`src/design/tpc_pkg.sv`:
```
package tpc_pkg;

   localparam int GROUP_SIZE = 256;
   localparam int DOT_W = 50;
   localparam int SCR_W = 50;
   localparam int INT_W = 36;

   typedef struct packed {
      logic [23:0]        tri_index;
      logic signed [31:0] a_x;
      logic signed [31:0] a_y;
      logic signed [31:0] a_z;
      logic signed [31:0] b_x;
      logic signed [31:0] b_y;
      logic signed [31:0] b_z;
      logic signed [31:0] c_x;
      logic signed [31:0] c_y;
      logic signed [31:0] c_z;
   } req_type;

   typedef struct packed {
      logic [23:0]        out_index;
      logic [7:0]         list_slot;
      logic signed [31:0] a_sx;
      logic signed [31:0] a_sy;
      logic signed [31:0] b_sx;
      logic signed [31:0] b_sy;
      logic signed [31:0] c_sx;
      logic signed [31:0] c_sy;
      logic [30:0]        a_depth;
      logic [30:0]        b_depth;
      logic [30:0]        c_depth;
   } rsp_type;

   // item as it sits in the front queue, tagged with its group change
   typedef struct packed {
      req_type req;
      logic    grp_new;
   } fq_type;

   typedef struct packed {
      logic [47:0] view_forward;
      logic [47:0] view_right;
      logic [47:0] view_up;
      logic [31:0] screen_scale;
      logic [13:0] screen_width;
      logic [13:0] screen_height;
      logic [31:0] clip_x_limit;
      logic [31:0] clip_y_limit;
   } cfg_type;

   typedef enum logic [3:0] {
      CSR_VIEW_FORWARD  = 4'd0,
      CSR_VIEW_RIGHT    = 4'd1,
      CSR_VIEW_UP       = 4'd2,
      CSR_SCREEN_SCALE  = 4'd3,
      CSR_SCREEN_WIDTH  = 4'd4,
      CSR_SCREEN_HEIGHT = 4'd5,
      CSR_CLIP_X_LIMIT  = 4'd6,
      CSR_CLIP_Y_LIMIT  = 4'd7
   } csr_index_type;

   typedef enum logic [2:0] {
      ST_IDLE,
      ST_MUL,
      ST_CHK,
      ST_DIV,
      ST_SCR,
      ST_BOX
   } back_state_type;

   typedef enum logic [1:0] {
      DSEL_DEPTH = 2'd0,
      DSEL_X     = 2'd1,
      DSEL_Y     = 2'd2
   } dsel_type;

endpackage

```
`src/design/tpc_front.sv`:
```
module tpc_front import tpc_pkg::*; (
   input  logic    clock,
   input  logic    reset,
   input  logic    req_push,
   input  req_type req_data,
   output logic    req_full,
   output logic    item_valid,
   output fq_type  item,
   input  logic    item_take
);

   fq_type      mem_ff [2];
   logic        wr_ff, rd_ff;
   logic [1:0]  cnt_ff;
   logic [15:0] grp_ff;
   logic [15:0] grp;
   logic        push_ok, pop_ok;

   assign grp        = 16'(req_data.tri_index / GROUP_SIZE);
   assign req_full   = (cnt_ff == 2'd2);
   assign item_valid = (cnt_ff != 2'd0);
   assign item       = mem_ff[rd_ff];
   assign push_ok    = req_push && !req_full;
   assign pop_ok     = item_take && item_valid;

   always_ff @(posedge clock) begin
      if (push_ok) begin
         mem_ff[wr_ff] <= '{req: req_data, grp_new: (grp != grp_ff)};
      end
   end

   always_ff @(posedge clock) begin
      if (reset) begin
         wr_ff  <= 1'b0;
         rd_ff  <= 1'b0;
         cnt_ff <= 2'd0;
         grp_ff <= 16'd0;
      end else begin
         if (push_ok) begin
            wr_ff  <= !wr_ff;
            grp_ff <= grp;
         end
         if (pop_ok) begin
            rd_ff <= !rd_ff;
         end
         cnt_ff <= cnt_ff + 2'(push_ok) - 2'(pop_ok);
      end
   end

endmodule

```
`config.mk`:
```
export PLATFORM = sky130hd
export DESIGN_NAME = tpc_front
export DESIGN_NICKNAME = d
export VERILOG_FILES = /design/src/design/tpc_pkg.sv /design/src/design/tpc_front.sv
export SDC_FILE = /design/constraint.sdc
export NUM_CORES = 1
export LEC_CHECK = 0
export ABC_AREA = 1
export BUFFER_PORTS_ARGS = -buffer_cell sky130_fd_sc_hd__buf_2
export CORE_MARGIN = 1
export CORE_UTILIZATION = 30
export CTS_CLUSTER_SIZE = 20
export DETAILED_ROUTE_END_ITERATION = 7
export GPL_TIMING_DRIVEN = 0
export PLACE_DENSITY = 0.55
export SKIP_CTS_REPAIR_TIMING = 1
export SLEW_MARGIN = 20
export SYNTH_ARGS = -nofsm -noshare
export SYNTH_HDL_FRONTEND = slang
export SYNTH_SLANG_ARGS = --single-unit
```
`constraint.sdc`:
```
create_clock -name clock -period 47.4 [get_ports clock]
set_clock_uncertainty 0.15 [all_clocks]
set_input_delay 4.74 -clock clock [delete_from_list [all_inputs] [get_ports clock]]
set_output_delay 4.74 -clock clock [all_outputs]
set_load 0.05 [all_outputs]
```
### Word-level counts from Yosys, hierarchy flattened

Memories as Yosys holds them, arrays and structs flattened. A register that Yosys moved wholly into a read port is not among the register bits.
Cells that the tools add are included.

* $add $sub $neg: 2
* reduce and logical (&&, ||, !) cells: 6
* equality and inequality tests: 2
* mux-type cells: 4

Operators by type and width (number)
* 16-bit inequality test: 1
* 1-bit 2-to-1 mux: 4
* 1-bit logical NOT: 3
* 2-bit by 1-bit adder with 2-bit output: 1
* 2-bit == test (second input constant): 1
* 1-bit logical AND: 2
* 2-bit nonzero test: 1
* 2-bit by 1-bit subtractor with 2-bit output: 1

* bits in registers: 20
* input bits: 316
* memories kept: 1
* RAM bits: 626

Memories
* mem_ff: words 2, bits a word 313, rd ports 1, clocked after Yosys merged registers in 1, wr ports 1, RTL line tpc_front.sv:12 `fq_type mem_ff [2];`

### Depth between registers and ports, before layout

* depth in word-level cells: 5
* depth in mapped cells: 11

### Worst setup path after synthesis

OpenSTA, ideal clock, no wires.

* kind: in2reg
* start: input port req_push
* end: memory mem_ff[0][0] (netlist bit), enable pin
* cell stages on the path: 4
* slack: 28.154 ns
* path buffers: 2
* arrival time: 18.101 ns
* path through: nand2_1 -> buf_2 -> buf_6 -> nor2_1

* word-level cells in the longest chain between the ends: 3

RTL lines
* from (decl): RTL line tpc_front.sv:4 `input logic req_push,`
* 1-bit logical AND: RTL line tpc_front.sv:23 `assign push_ok = req_push && !req_full;`
* 1-bit 2-to-1 mux: RTL line tpc_front.sv:27 `if (push_ok) begin`
* 1-bit 2-to-1 mux (not written as such): RTL line tpc_front.sv:28 `mem_ff[wr_ff] <= '{req: req_data, grp_new: (grp != grp_ff)};`
* to (decl): RTL line tpc_front.sv:12

No other way between the ends.

==> impl_metrics.csv <==
group,metric,value,unit
synth,post-synth-top-count-cell,"edfxtp_1",
clock_network,cts_made_buffers,74,
clock_network,htreeDepth,3,
critical_path,crit_type,"flop to output port",
clock_network,clk_latency,0.59,ns
critical_path,cp_max_fo,10,
route,drc,0,
floorplanning,coreArea,0.0820,mm^2
sta,rsz0062_at_grt,"no",
clock_network,root_buffer,"clkbuf_16",
route,wl,58700,um
synth,ys_ff_latch,647,
critical_path,start_kind,"flop",
synth,yosysTopAreaCell,"edfxtp_1",
clock_network,cts_num_sinks,647,
sta,slew_headroom,50.0,%
synth,ys.warnings.count,0,
finish,final_nets,2209,
clock_network,clockBufferDepth,3,
synth,synth_nets,1471,
floorplanning,start_util,30.3,%
route,num_vias,12857,
flow_run,cap_violations,0,
critical_path,worstSetupEndpointType,"output port",
synth,synth_top_area_share,75.6,%
placed_design,numPortBuffers,630,
grt,grt_start_max_net_pins,26,
sta,slew_violations,0,
power_and_ir_drop,p_total,2.02,mW
critical_path,cp.arrival,2.22,ns
finish,synthToLayoutAreaGrowth,31.0,%
floorplanning,rows,105,
critical_path,cp_data_required_time,42.51,ns
floorplanning,ios,631,
floorplanning,die_h,290,um
synth,synth_cells,1153,
sta,finalCriticalPeriod,7.11,ns
finish,fill_cells,7537,
placed_design,dp_hpwl,43700,um
power_and_ir_drop,ir_worst_vdd,29.9,uV
synth,synth_top_cells_by_area,"edfxtp_1 76%, mux2_4 16%, mux2_2 1.9%",
grt,grt_usage,13.8,%
synth,synth_commonest_cells,"626 x edfxtp_1, 270 x mux2_4, 58 x nand2_1, 43 x mux2_2, 39 x nor2_1",
synth,syn_area_per_cell,21.6,um^2
floorplanning,die_area,0.0840,mm^2
min_path,hold_class,"flop to flop",
sta,fmax,0.141,GHz
route,first_iter_violations,586,
grt,overflow,0,
finish,drive_gt1_share,57.9,%
route,drtPass1Iterations,5,
grt,antenna_found_initial,11,
floorplanning,die_x,290,um
grt,first_global_vias,13902,
route,routedWlPerCell,19.4,um
synth,synth_area,0.0249,mm^2
route,final_antenna_net_count,0,
route,vias_per_cell,4.25,
synth,async_flop_share,0,%
synth,synth_edf_count,626,
run_status,status,"finished, final reports clean",
sta,setup_viol,0,
power_and_ir_drop,power.density,62.0,mW/mm^2
sta,setup_tns,0,ns
sta,holdWs,0.328,ns
sta,hold_viol_final,0,
sta,worstMarginPinSlew,0.748,ns
grt,grt_pass1_wl,86700,um
finish,multiInputGateArea,0.00513,mm^2
sta,fin_crit_sh,15.0,%
synth,yosysSeqAreaShare,77.3,%
synth,synthFlopType,"edfxtp_1",
clock_network,cts_tree,"yes",
clock_network,path_clk_slew,0.06,ns
finish,ff_latch_area,0.0192,mm^2
synth,synthDistinctLibCells,19,
power_and_ir_drop,p_leak,12.7,nW
placed_design,place_congestion,0.737,
[metal layers]
layer  track usage (%)  wire, um
met5                 0       104
met4              5.15      1700
met3              4.90      4650
met2              24.8     30600
met1              14.6     21700
[placed cells by master (no fill, tap or decap), types with 2 or more instances in the layout]
cell          n
a211oi_2      8
a21oi_1       7
buf_12       12
buf_16       20
buf_2       637
buf_6        32
bufinv_16     5
clkbuf_1     19
clkbuf_16    75
clkinv_1     13
clkinv_16     2
clkinv_2     14
clkinv_8      2
clkinvlp_4    3
dfxtp_1      21
diode_2       6
edfxtp_1    626
ha_1          2
inv_1        31
inv_6         3
mux2_2       43
mux2_4      270
nand2_1      58
nor2_1       37
nor2_4        2
nor3b_1       3
[cells by family (layout without fill, tap and decap cells)]
| family | count (synthesis) | count (layout) | share of synthesized area (%) |
|---|---|---|---|
| fa+ha+maj | 2 | 2 | 0.101 |
| buf+inv | 72 | 871 | 2.09 |
| compound gates | 17 | 17 | 0.604 |
| flops | 647 | 647 | 77.3 |
| xor+xnor | 1 | 1 | 0.0352 |
| simple gates | 101 | 101 | 1.58 |
| mux | 313 | 313 | 18.3 |
| other cells | 0 | 6 | 0 |
[critical path, stage by stage, from the launching register on]
cell and delay, ns:
dfxtp_1 0.32, buf_6 0.14, buf_6 0.25, buf_6 0.30, mux2_4 0.38, buf_2 0.22
[stage by stage]
step / util [%] / cell area (um^2) / worst slack, ns / cells
floorplan: - / 24900 / 28.15 / 1153
CTS: 39.7 / 32500 / 40.14 / 3022
global route: 39.7 / 32500 / 40.14 / 3024
global placement: 35.8 / 29300 / 19.80 / 2853
finish: 39.7 / 32500 / 40.29 / 3028
detailed placement: 36.8 / 30100 / 40.14 / 2885
[power by group]
part	switching [mW]	leakage [nW]	total, mW	internal (mW)
registers	0.0189	6.02	0.744	0.725
logic	0.486	5.56	0.721	0.235
clock network	0.230	1.16	0.553	0.322
[state kept, by name, summed over array words and instances, names as in the netlist, named ones only]
name,cells
mem_ff,626
grp_ff,16
cnt_ff,2
rd_ff,1
wr_ff,1
[worst paths after layout]
check | endpoint | startpoint | slack (ns) | cells after the start
worst max-delay path | item[130] | flop | 40.29 | 5
worst min-delay path | grp_ff[11]$_SDFFE_PP0N_ | grp_ff[11]$_SDFFE_PP0N_ | 0.33 | 2
worst max register to register | mem_ff[0][273]$_DFFE_PP_ | cnt_ff[0]$_SDFF_PP0_ | 44.50 | 10
worst min register to register | grp_ff[11]$_SDFFE_PP0N_ | grp_ff[11]$_SDFFE_PP0N_ | 0.33 | 2
[layout make-up]
| class | count | area share [%] |
|---|---|---|
| diodes | 6 | 0.0461 |
| clock inverters | 44 | 1.35 |
| flip-flops and latches | 647 | 59.0 |
| repair buffers | 662 | 12.1 |
| clock buffers | 93 | 5.97 |
| well taps | 1070 | 4.11 |
| plain buffers | 40 | 1.23 |
| inverters | 32 | 0.369 |
| multi-input cells | 434 | 15.8 |
No activity file was read; power rests on OpenSTA's default activity.
