$ cat src/design/tpc_pkg.sv
package tpc_pkg;

   localparam int GROUP_SIZE = 256;
   localparam int DOT_W = 50;
   localparam int SCR_W = 50;
   localparam int INT_W = 36;

   typedef struct packed {
      logic [23:0]        tri_index;
      logic signed [31:0] a_x;
      logic signed [31:0] a_y;
      logic signed [31:0] a_z;
      logic signed [31:0] b_x;
      logic signed [31:0] b_y;
      logic signed [31:0] b_z;
      logic signed [31:0] c_x;
      logic signed [31:0] c_y;
      logic signed [31:0] c_z;
   } req_type;

   typedef struct packed {
      logic [23:0]        out_index;
      logic [7:0]         list_slot;
      logic signed [31:0] a_sx;
      logic signed [31:0] a_sy;
      logic signed [31:0] b_sx;
      logic signed [31:0] b_sy;
      logic signed [31:0] c_sx;
      logic signed [31:0] c_sy;
      logic [30:0]        a_depth;
      logic [30:0]        b_depth;
      logic [30:0]        c_depth;
   } rsp_type;

   // item as it sits in the front queue, tagged with its group change
   typedef struct packed {
      req_type req;
      logic    grp_new;
   } fq_type;

   typedef struct packed {
      logic [47:0] view_forward;
      logic [47:0] view_right;
      logic [47:0] view_up;
      logic [31:0] screen_scale;
      logic [13:0] screen_width;
      logic [13:0] screen_height;
      logic [31:0] clip_x_limit;
      logic [31:0] clip_y_limit;
   } cfg_type;

   typedef enum logic [3:0] {
      CSR_VIEW_FORWARD  = 4'd0,
      CSR_VIEW_RIGHT    = 4'd1,
      CSR_VIEW_UP       = 4'd2,
      CSR_SCREEN_SCALE  = 4'd3,
      CSR_SCREEN_WIDTH  = 4'd4,
      CSR_SCREEN_HEIGHT = 4'd5,
      CSR_CLIP_X_LIMIT  = 4'd6,
      CSR_CLIP_Y_LIMIT  = 4'd7
   } csr_index_type;

   typedef enum logic [2:0] {
      ST_IDLE,
      ST_MUL,
      ST_CHK,
      ST_DIV,
      ST_SCR,
      ST_BOX
   } back_state_type;

   typedef enum logic [1:0] {
      DSEL_DEPTH = 2'd0,
      DSEL_X     = 2'd1,
      DSEL_Y     = 2'd2
   } dsel_type;

endpackage

$ cat src/design/tpc_rspq.sv
module tpc_rspq import tpc_pkg::*; (
   input  logic    clock,
   input  logic    reset,
   input  logic    push,
   input  rsp_type din,
   output logic    full,
   output logic    rsp_empty,
   input  logic    rsp_pop,
   output rsp_type rsp_data
);

   rsp_type    mem_ff [2];
   logic       wr_ff, rd_ff;
   logic [1:0] cnt_ff;
   logic       push_ok, pop_ok;

   assign full      = (cnt_ff == 2'd2);
   assign rsp_empty = (cnt_ff == 2'd0);
   assign rsp_data  = mem_ff[rd_ff];
   assign push_ok   = push && !full;
   assign pop_ok    = rsp_pop && !rsp_empty;

   always_ff @(posedge clock) begin
      if (push_ok) mem_ff[wr_ff] <= din;
   end

   always_ff @(posedge clock) begin
      if (reset) begin
         wr_ff  <= 1'b0;
         rd_ff  <= 1'b0;
         cnt_ff <= 2'd0;
      end else begin
         if (push_ok) wr_ff <= !wr_ff;
         if (pop_ok) rd_ff <= !rd_ff;
         cnt_ff <= cnt_ff + 2'(push_ok) - 2'(pop_ok);
      end
   end

endmodule

$ cat config.mk
export PLATFORM = sky130hd
export DESIGN_NAME = tpc_rspq
export DESIGN_NICKNAME = d
export VERILOG_FILES = /design/src/design/tpc_pkg.sv /design/src/design/tpc_rspq.sv
export SDC_FILE = /design/constraint.sdc
export NUM_CORES = 1
export LEC_CHECK = 0
export BUFFER_PORTS_ARGS = -buffer_cell sky130_fd_sc_hd__buf_2
export CELL_PAD_IN_SITES_DETAIL_PLACEMENT = 1
export CELL_PAD_IN_SITES_GLOBAL_PLACEMENT = 1
export CORE_AREA = 2 2 251 253
export CTS_BUF_LIST = sky130_fd_sc_hd__clkbuf_8
export CTS_CLUSTER_DIAMETER = 60
export DETAILED_ROUTE_END_ITERATION = 10
export DIE_AREA = 0 0 253 255
export PLACE_DENSITY_LB_ADDON = 0.1
export SLEW_MARGIN = 20
export SYNTH_ARGS = -nofsm -noshare
export SYNTH_HDL_FRONTEND = slang
export SYNTH_SLANG_ARGS = --single-unit
$ cat constraint.sdc
create_clock -name clock -period 10.7 [get_ports clock]
set_input_delay 1.07 -clock clock [delete_from_list [all_inputs] [get_ports clock]]
set_output_delay 1.07 -clock clock [all_outputs]
set_load 0.005 [all_outputs]
* Word level (Yosys, flattened, before mapping)
Memory sizes are Yosys's and may differ from the RTL's. A register that Yosys moved wholly into a read port is not among the register bits. Index checks and enable logic that the tools add are counted.
Operators by class: $add $sub $neg 2, equality and inequality tests 1, multiplexer cells 4, reduce and logical (&&, ||, !) cells 7
Operators with widths (number):
- zero test 1 bit | 4
- 2-to-1 mux 1 bit | 4
- adder 2 x 1 -> 2 bit | 1
- equality test 2 bit (second input constant) | 1
- logical AND 1 bit | 2
- zero test 2 bit | 1
- subtractor 2 x 1 -> 2 bit | 1
Storage, ports and cells: register bits 4, bits in writable memories 634, input port bits 321, output and inout bits 319, logic and storage cells 18, memories kept 1
Memory list:
- mem_ff | words 2, width 317, read ports 1, clocked after memory_dff 1, write ports 1, line tpc_rspq.sv:12 | rsp_type mem_ff [2];

* Logic depth before layout (Yosys ltp)
Gate-level depths: netlist of run 1.
depth after elaboration 5, depth in mapped cells 8, gate-level depth less buffers 8

* Least setup slack after synthesis of run 1
OpenSTA, ideal clock, no wires.
path type input-to-reg, start in push, end mem mem_ff[1][0] in the netlist's numbering (enable), setup time 0.721 ns, arrival 8.326 ns, required time 9.979 ns, path slack 1.653 ns, cell stages on the path 1, buffers on the path 0, cells stage by stage and3_1
Between the ends: word-level cells in the longest chain between the ends 3
Ends and longest elaborated chain:
- start, declared | line tpc_rspq.sv:4 | input logic push,
- logical AND 1 bit | line tpc_rspq.sv:20 | assign push_ok = push && !full;
- 2-to-1 mux 1 bit | line tpc_rspq.sv:24 | if (push_ok) mem_ff[wr_ff] <= din;
- 2-to-1 mux 1 bit (not written as such) | line tpc_rspq.sv:24
- end, declared | line tpc_rspq.sv:12
Every way passes these cells.

==> summary.md, run 1 <==
| Metric | Value |
|---|---|
| Status | completed |
| CTS H-tree lvls | 3 |
| Total wire length | 60,000 um |
| Initial antenna violation count | 31 |
| I/O Pins | 640 |
| Vias in the first global route | around 13,000 |
| Register area share after synthesis | around four fifths |
| Area growth syn-to-layout | 25.3% |
| Grt ovf | 0 |
| Power Density | roughly 240 nW/um2 |
| Share of post-route cells with drive strength above 1 | around three fifths |
| Most common cell after layout, fill and taps aside | buf_2 |
| Final ANT Viol Nets | 0 |
| Tmin final | 4.03 ns |
| Most used DFF post-synth | edfxtp_1 |
| Nets | between 2,000 and 2,500 |
| Syn nets | roughly 1,300 |
| Pre-antenna DRT Iters | 5 |
| Max Root-Sink Buffers | 3 |
| Initial DRC Count | approximately 560 |
| Initial core utilization | 38.0% |
| PnR worst setup slack | 6.67 ns |
| Gpl congestion | roughly 0.76 |
| Asr flop ratio synth | 0% |
| Die W | roughly 250 um |
| Worst Max-Slew Pin Slew | about 1.1 ns |
| Layout Skew | about 0.017 ns |
| Clk slew on worst S/H paths | 0.06 ns |
| Post-synth EDFFs | 634 |
| Largest net degree at the start of global routing | around 150 |
| Kind of critical path | flop to output pin |
| Hold-fix buffers, CTS | 0 |
| Core area | around 62,000 um2 |
| Row cnt | 92 |
| Mux cell area share after synthesis | around 17% |
| Maxcap violations | 0 |
| VDD IR max | approximately 260 uV |
| Final-report max-slew violation count | 0 |
| # clock sinks | around 640 |
| Syn_area_per_cell | 23.3 um2 |
| Required time worst endpoint | roughly 9.6 ns |
| Synth Register Bits | 639 |
| TritonCTS clock tree | yes |
| Adder-Cell Fraction of Synth Area | 0.106% |
| Cells resized by post-CTS repair | 0 |
| Register-to-Register Path Depth | 5 |
| WL per Instance | ~23 um |
| Rel. slew slack | around 27% |
| Library cells used by synthesis | 22 |
| RSZ-0062 raised after global routing | false |
| Setup violations, final | 0 |
| Die area | 64,500 um2 |
| Fraction of synthesized cell area in xor and xnor cells | less than 1% |
| CP max FO | 146 |
| Hold path cells | 2 |
| Max frequency | around 0.25 GHz |
| DPL Wire Length | 40,900 um |
| Hold Path Class | flop to flop |
| Final period utilization | about 38% |
| Latest clock arrival within the worst-skew pair | around 0.7 ns |
| Largest family of logic cells by synthesized area | multiplexers |
| Global-route wire length before repair | approximately 83,000 um |
| Yosys warns | 0 |
| Filler Cell Count | around 6,000 |
| I/O Buffers | between 600 and 700 |
| # Post-CTS Setup Buffers | 0 |
| Die span in y | between 200 and 300 um |
| Post-synthesis compound-gate area fraction | 0.0742% |
| GRT Overall Usage | 17.8% |
| Remaining DRCs | 0 |
| Vias per cell | roughly 4.7 |
| Hold Vio Cnt, Final | 0 |
| Clk root buf | clkbuf_8 |
| Cell Area, Synth | 23,600 um2 |
| DR vias | roughly 12,000 |
| Num CTS Buffers | between 100 and 150 |
| Post-synthesis simple-gate area fraction | less than 1% |
| Place WS | between 6 and 7 ns |
| Startpoint types | flop |
| Crit path DAT | 2.96 ns |
| Element type at the critical path end | output pin |
| Cell leakage power | about 0.011 uW |
| Most frequent cells in the layout | 639 x buf_2, 634 x edfxtp_1, 187 x mux2_2 |
| Mapped Cells | about 1,000 |
| Setup_tns | 0 ns |
==> per-layer routing <==
layer | vias up | GRT usage, % | share of wire, %
met5 | - | 0 | 0.31
met4 | 28 | 7.42 | 3.0
met3 | 123 | 8.62 | 10
met2 | 451 | 30.7 | 51
met1 | 6140 | 18.5 | 35
li1 | 5545 | - | -
==> stage by stage <==
| stage | std cells | instance area, um2 | hold WS, ns | total power, uW | utilization [%] |
|---|---|---|---|---|---|
| 5_1_grt | 2627 | 29500 | 0.504 | 7370 | 47.5 |
| 4_1_cts | 2618 | 29500 | 0.485 | 7150 | 47.5 |
| 6_report | 2636 | 29600 | 0.512 | 7020 | 47.6 |
| 2_1_floorplan | 1013 | 23600 | 0.452 | 4500 | - |
| 3_5_place_dp | 2423 | 27600 | 0.502 | 5200 | 44.5 |
| 3_3_place_gp | 2423 | 27600 | 0.483 | 5180 | 44.5 |
==> critical path: stages, from the launching register on <==
cell     delay (ns)
dfxtp_4        0.77
buf_12         0.67
mux2_2         0.41
buf_2          0.14
==> worst paths after layout <==
kind,slack (ns),endpoint,start
setup / recovery,6.67,rsp_data[2],flop
hold / removal,0.51,wr_ff$_SDFFE_PP0P_,wr_ff$_SDFFE_PP0P_
setup reg to reg,7.47,mem_ff[0][253]$_DFFE_PP_,cnt_ff[0]$_SDFF_PP0_
hold reg to reg,0.51,wr_ff$_SDFFE_PP0P_,wr_ff$_SDFFE_PP0P_
==> synthesized netlist by cell type (2+ instances only) <==
cell	instances	area share, %
edfxtp_1	634	81
mux2_2	187	8.9
mux2_4	130	8.3
buf_2	19	0.40
buf_6	15	0.72
dfxtp_1	5	0.42
inv_1	4	0.064
nor2_1	4	0.064
ha_1	2	0.11
==> cell families (layout without fill, tap and decap cells) <==
| group | Yosys count | count (layout) |
|---|---|---|
| flip-flops | 639 | 639 |
| adder cells (fa/ha/maj) | 2 | 2 |
| buffers and inverters | 39 | 845 |
| multiplexers | 317 | 317 |
| XOR/XNOR | 2 | 2 |
| AND/OR/NAND/NOR | 11 | 11 |
| AO/OA/AOI/OAI | 3 | 3 |
| other | 0 | 18 |
==> flip-flops by register name (all words and copies together), names as in the netlist, named ones only <==
signal	flops
cnt_ff	2
mem_ff	634
rd_ff	1
wr_ff	1
==> report_power, final <==
part | switching (uW) | internal (uW) | leakage [uW]
clock | 969 | 947 | 0.00108
combinational | 904 | 899 | 0.00426
sequential | 103 | 3190 | 0.00596
==> final cells by class <==
type | instances | area, um2 | area share (%)
flip-flops and latches | 639 | 19100 | 64.7
clock buffers | 109 | 1500 | 5.07
diodes | 18 | 45.0 | 0.152
well taps | 799 | 1000 | 3.38
inverters | 4 | 22.5 | 0.0762
multi-input cells | 335 | 4180 | 14.1
clock inverters | 86 | 377 | 1.27
repair buffers | 646 | 3300 | 11.2
(Power assumes the default switching activity.)
==> run 2, diff against run 1 <==
--- a/config.mk
+++ b/config.mk
@@ -5,14 +5,15 @@
 export SDC_FILE = /design/constraint.sdc
 export NUM_CORES = 1
 export LEC_CHECK = 0
+export ABC_AREA = 1
 export BUFFER_PORTS_ARGS = -buffer_cell sky130_fd_sc_hd__buf_2
 export CELL_PAD_IN_SITES_DETAIL_PLACEMENT = 1
 export CELL_PAD_IN_SITES_GLOBAL_PLACEMENT = 1
-export CORE_AREA = 2 2 251 253
+export CORE_AREA = 2 2 248 250
 export CTS_BUF_LIST = sky130_fd_sc_hd__clkbuf_8
 export CTS_CLUSTER_DIAMETER = 60
 export DETAILED_ROUTE_END_ITERATION = 10
-export DIE_AREA = 0 0 253 255
+export DIE_AREA = 0 0 250 252
 export PLACE_DENSITY_LB_ADDON = 0.1
 export SLEW_MARGIN = 20
 export SYNTH_ARGS = -nofsm -noshare
==> constraint.sdc (replaced) <==
create_clock -name clock -period 3.5 [get_ports clock]
set_input_delay 0.35 -clock clock [delete_from_list [all_inputs] [get_ports clock]]
set_output_delay 0.35 -clock clock [all_outputs]
set_load 0.005 [all_outputs]
==> run 2 against run 1 <==
Against the previous run: core utilization up 7.4 points; via count up 11%; flip-flop and latch count unchanged; critical path type unchanged; largest cell class unchanged.
==> summary.md, run 2 <==
| Metric | Value |
|---|---|
| Status | completed |
| Area growth syn-to-layout | 39.9% |
| Grt ovf | 0 (unchanged) |
| Hold Vio Cnt, Final | 0 (unchanged) |
| Layout Skew | 0.0356 ns (+0.0186 ns) |
| Final period utilization | 78.0% |
| Final instance area | 33,100 um2 (+12%) |
| Max FFs per register | 634 (unchanged) |
| Num CTS Buffers | 107 (-1.8%) |
| Multi-input logic area | 4190 um2 (+0.39%) |
| Setup violations, final | 0 (unchanged) |
| Hold Path Class | primary input to flop |
| WL per Instance | 22.2 um (-2.6%) |
| Clk slew on worst S/H paths | 0.06 ns (about the same) |
| Inst Count DP | 2,429 (+0.25%) |
| Post-synth top area share | 80.6% (about the same) |
| Hold EP | mem_ff[0][71]$_DFFE_PP_ |
| Register-to-Register Path Depth | 6 (+1) |
| Most frequent cells in the layout | 639 x buf_2, 634 x edfxtp_1, 320 x dlygate4sd3_1 |
| Register Area | 19,100 um2 (about the same) |
| Filler Cell Count | 5,732 (-4.7%) |
| Required time worst endpoint | 3.15 ns (-6.48 ns) |
| Most frequent cell after synthesis | edfxtp_1 |
| Final ANT Viol Nets | 0 (unchanged) |
| Tmin final | roughly 2.7 ns |
| Synth Register Bits | 639 (unchanged) |
| Most common cell after layout, fill and taps aside | buf_2 |
| Total wire length | 65,200 um (+8.7%) |
| Remaining DRCs | 0 (unchanged) |
| Worst reg2reg endpoint | mem_ff[0][305]$_DFFE_PP_ |
| Cells resized by post-CTS repair | 0 (unchanged) |
| DPL Wire Length | 43,800 um (+7.0%) |
| Syn nets | 1,348 (+0.90%) |
| Most instantiated cells after synthesis | 634 x edfxtp_1, 187 x mux2_2, 130 x mux2_4 |
| Cell Area, Synth | 23,600 um2 (about the same) |
| Final core occ | 55.0% (+7.4 points) |
| RSZ-0062 raised after global routing | false |
| Synth area leaders | edfxtp_1 81%, mux2_2 8.9%, mux2_4 8.3%, buf_6 0.72%, dfxtp_1 0.42% |
| Final Non-Filler Cells | 2,941 (+12%) |
| Nets | 2,399 (+17%) |
| Mapped Cells | 1,025 (+1.2%) |
| Most used DFF post-synth | edfxtp_1 |
| Power Density | 651 nW/um2 (+170%) |
| Yosys warns | 0 (unchanged) |
| DR vias | 13,700 (+11%) |
| Hold path cells | 2 (unchanged) |
| Hold WS | 0.376 ns (-0.137 ns) |
| Die area | 63,000 um2 (-2.3%) |
| Maxcap violations | 0 (unchanged) |
| Pre-antenna DRT Iters | 4 (-1) |
| Vias per cell | 4.66 (about the same) |
| Crit path DAT | 2.38 ns (-0.58 ns) |
| Worst Max-Slew Pin Slew | 1.10 ns (+0.00263 ns) |
| Initial antenna violation count | 13 (-58%) |
| Global-route wire length before repair | 95,800 um (+15%) |
| Initial DRC Count | 689 (+23%) |
| Asr flop ratio synth | 0% (unchanged) |
| Die W | 250 um (-1.2%) |
| GRT Overall Usage | 20.5% (+2.7 points) |
| Largest net degree at the start of global routing | 165 (+8.6%) |
| Place WS | 1.42 ns (-5.49 ns) |
| Post-synth EDFFs | 634 (unchanged) |
| CP max FO | 53 (-64%) |
| Clk root buf | clkbuf_8 |
| Max frequency | roughly 0.37 GHz |
| Row cnt | 90 (-2.2%) |
| Final-report max-slew violation count | 0 (unchanged) |
| Vias in the first global route | 15,400 (+16%) |
| Startpoint types | flop |
| TritonCTS clock tree | yes |
| R2R Setup Slk | 1.48 ns (-5.99 ns) |
| Core area | 60,100 um2 (-3.3%) |
| Library cells used by synthesis | 13 (-41%) |
| Latest clock arrival within the worst-skew pair | 0.70 ns (+0.02 ns) |
| Worst r2r src | cnt_ff[0]$_SDFF_PP0_ |
| Register area share after synthesis | 81.0% (about the same) |
| Placed inst area | 27,900 um2 (+0.76%) |
| Die span in y | 252 um (-1.2%) |
| Max Root-Sink Buffers | 3 (unchanged) |
| I/O Buffers | 639 (unchanged) |
| Cell leakage power | 0.0128 uW (+13%) |
| Rel. slew slack | 26.9% (-0.18 points) |
| CTS H-tree lvls | 3 (unchanged) |
| VDD IR max | 436 uV (+69%) |
| Element type at the critical path end | output pin |
| Syn_area_per_cell | 23.0 um2 (-1.1%) |
| Initial core utilization | 39.3% (+1.3 points) |
| Share of post-route cells with drive strength above 1 | 52.0% (-8.0 points) |
| PnR worst setup slack | 0.771 ns (-5.90 ns) |
| Gpl congestion | 0.782 (+3.1%) |
| Kind of critical path | flop to output pin |
| HP Start | din[71] |
| # clock sinks | 639 (unchanged) |
| Largest regs | mem_ff (634), cnt_ff (2) |
| I/O Pins | 640 (unchanged) |
| Synth area leader | edfxtp_1 |
| Largest Register | mem_ff |
## run 2: cell types whose count changed after synthesis, sizes merged, moves of 3 or more
cell	before	now
nand3	0	3
nor2	4	9
inv	4	10
nand2	1	8
## run 2: kinds of logic after synthesis
family                     after synthesis  synth area share [%]
muxes                                  317                  17.2
DFF                                    639                  81.0
and+or+nand+nor                         20                 0.334
buffers and inverters                   45                  1.31
adders and majority gates                2                 0.106
AOI/OAI and AO/OA                        2                0.0424
## run 2: metal layers
metal	share of wire, %	vias to the layer above	track usage, %
met5	0.071	-	0
met4	3.2	8	7.53
met3	7.5	130	7.47
met2	53	474	36.3
met1	37	6892	22.5
li1	-	6196	-
## run 2: worst max-delay path by stage
stage,start,end,slack [ns],depth (start not counted)
2_1_floorplan,cnt_ff[0]$_SDFF_PP0_,mem_ff[1][0]$_DFFE_PP_,-2.16,4
4_1_cts,flop,rsp_data[316],0.64,3
6_report,flop,rsp_data[2],0.77,3
3_3_place_gp,flop,rsp_data[102],1.44,3
5_1_grt,flop,rsp_data[2],0.59,3
3_5_place_dp,push,mem_ff[0][114]$_DFFE_PP_,1.42,5
## run 2: layout make-up
cell class,count,share of cell area [%]
Clock buffer,109,4.54
Tap cell,782,2.96
Inverter,10,0.125
Multi-Input combinational cell,341,12.7
Antenna cell,9,0.0681
Clock inverter,74,1.43
Timing Repair Buffer,977,20.3
Sequential cell,639,57.9
## run 2: power by group
group	switching [uW]	internal [uW]	total (uW)	leakage (uW)
clock network	2960	3260	6220	0.00111
logic	2600	2670	5270	0.00571
registers	322	9720	10000	0.00596
total	5890	15600	21500	0.0128
## run 2: metrics by stage
| step | total power, uW | setup TNS (ns) |
|---|---|---|
| 6_report | 21500 | 0 |
| 2_1_floorplan | 13100 | -1352.27 |
| 3_5_place_dp | 15200 | 0 |
| 5_1_grt | 22500 | 0 |
| 3_3_place_gp | 15200 | 0 |
| 4_1_cts | 21800 | 0 |
## run 2: worst max-delay path: stages (launching register included)
cell and delay, ns:
dfxtp_4 0.73, buf_12 0.38, mux2_2 0.40, buf_2 0.14
## run 2: repair_timing
item,CTS,global route
hold buffers,320,0
setup buffers,0,0
endpoints found under the hold margin,639,0
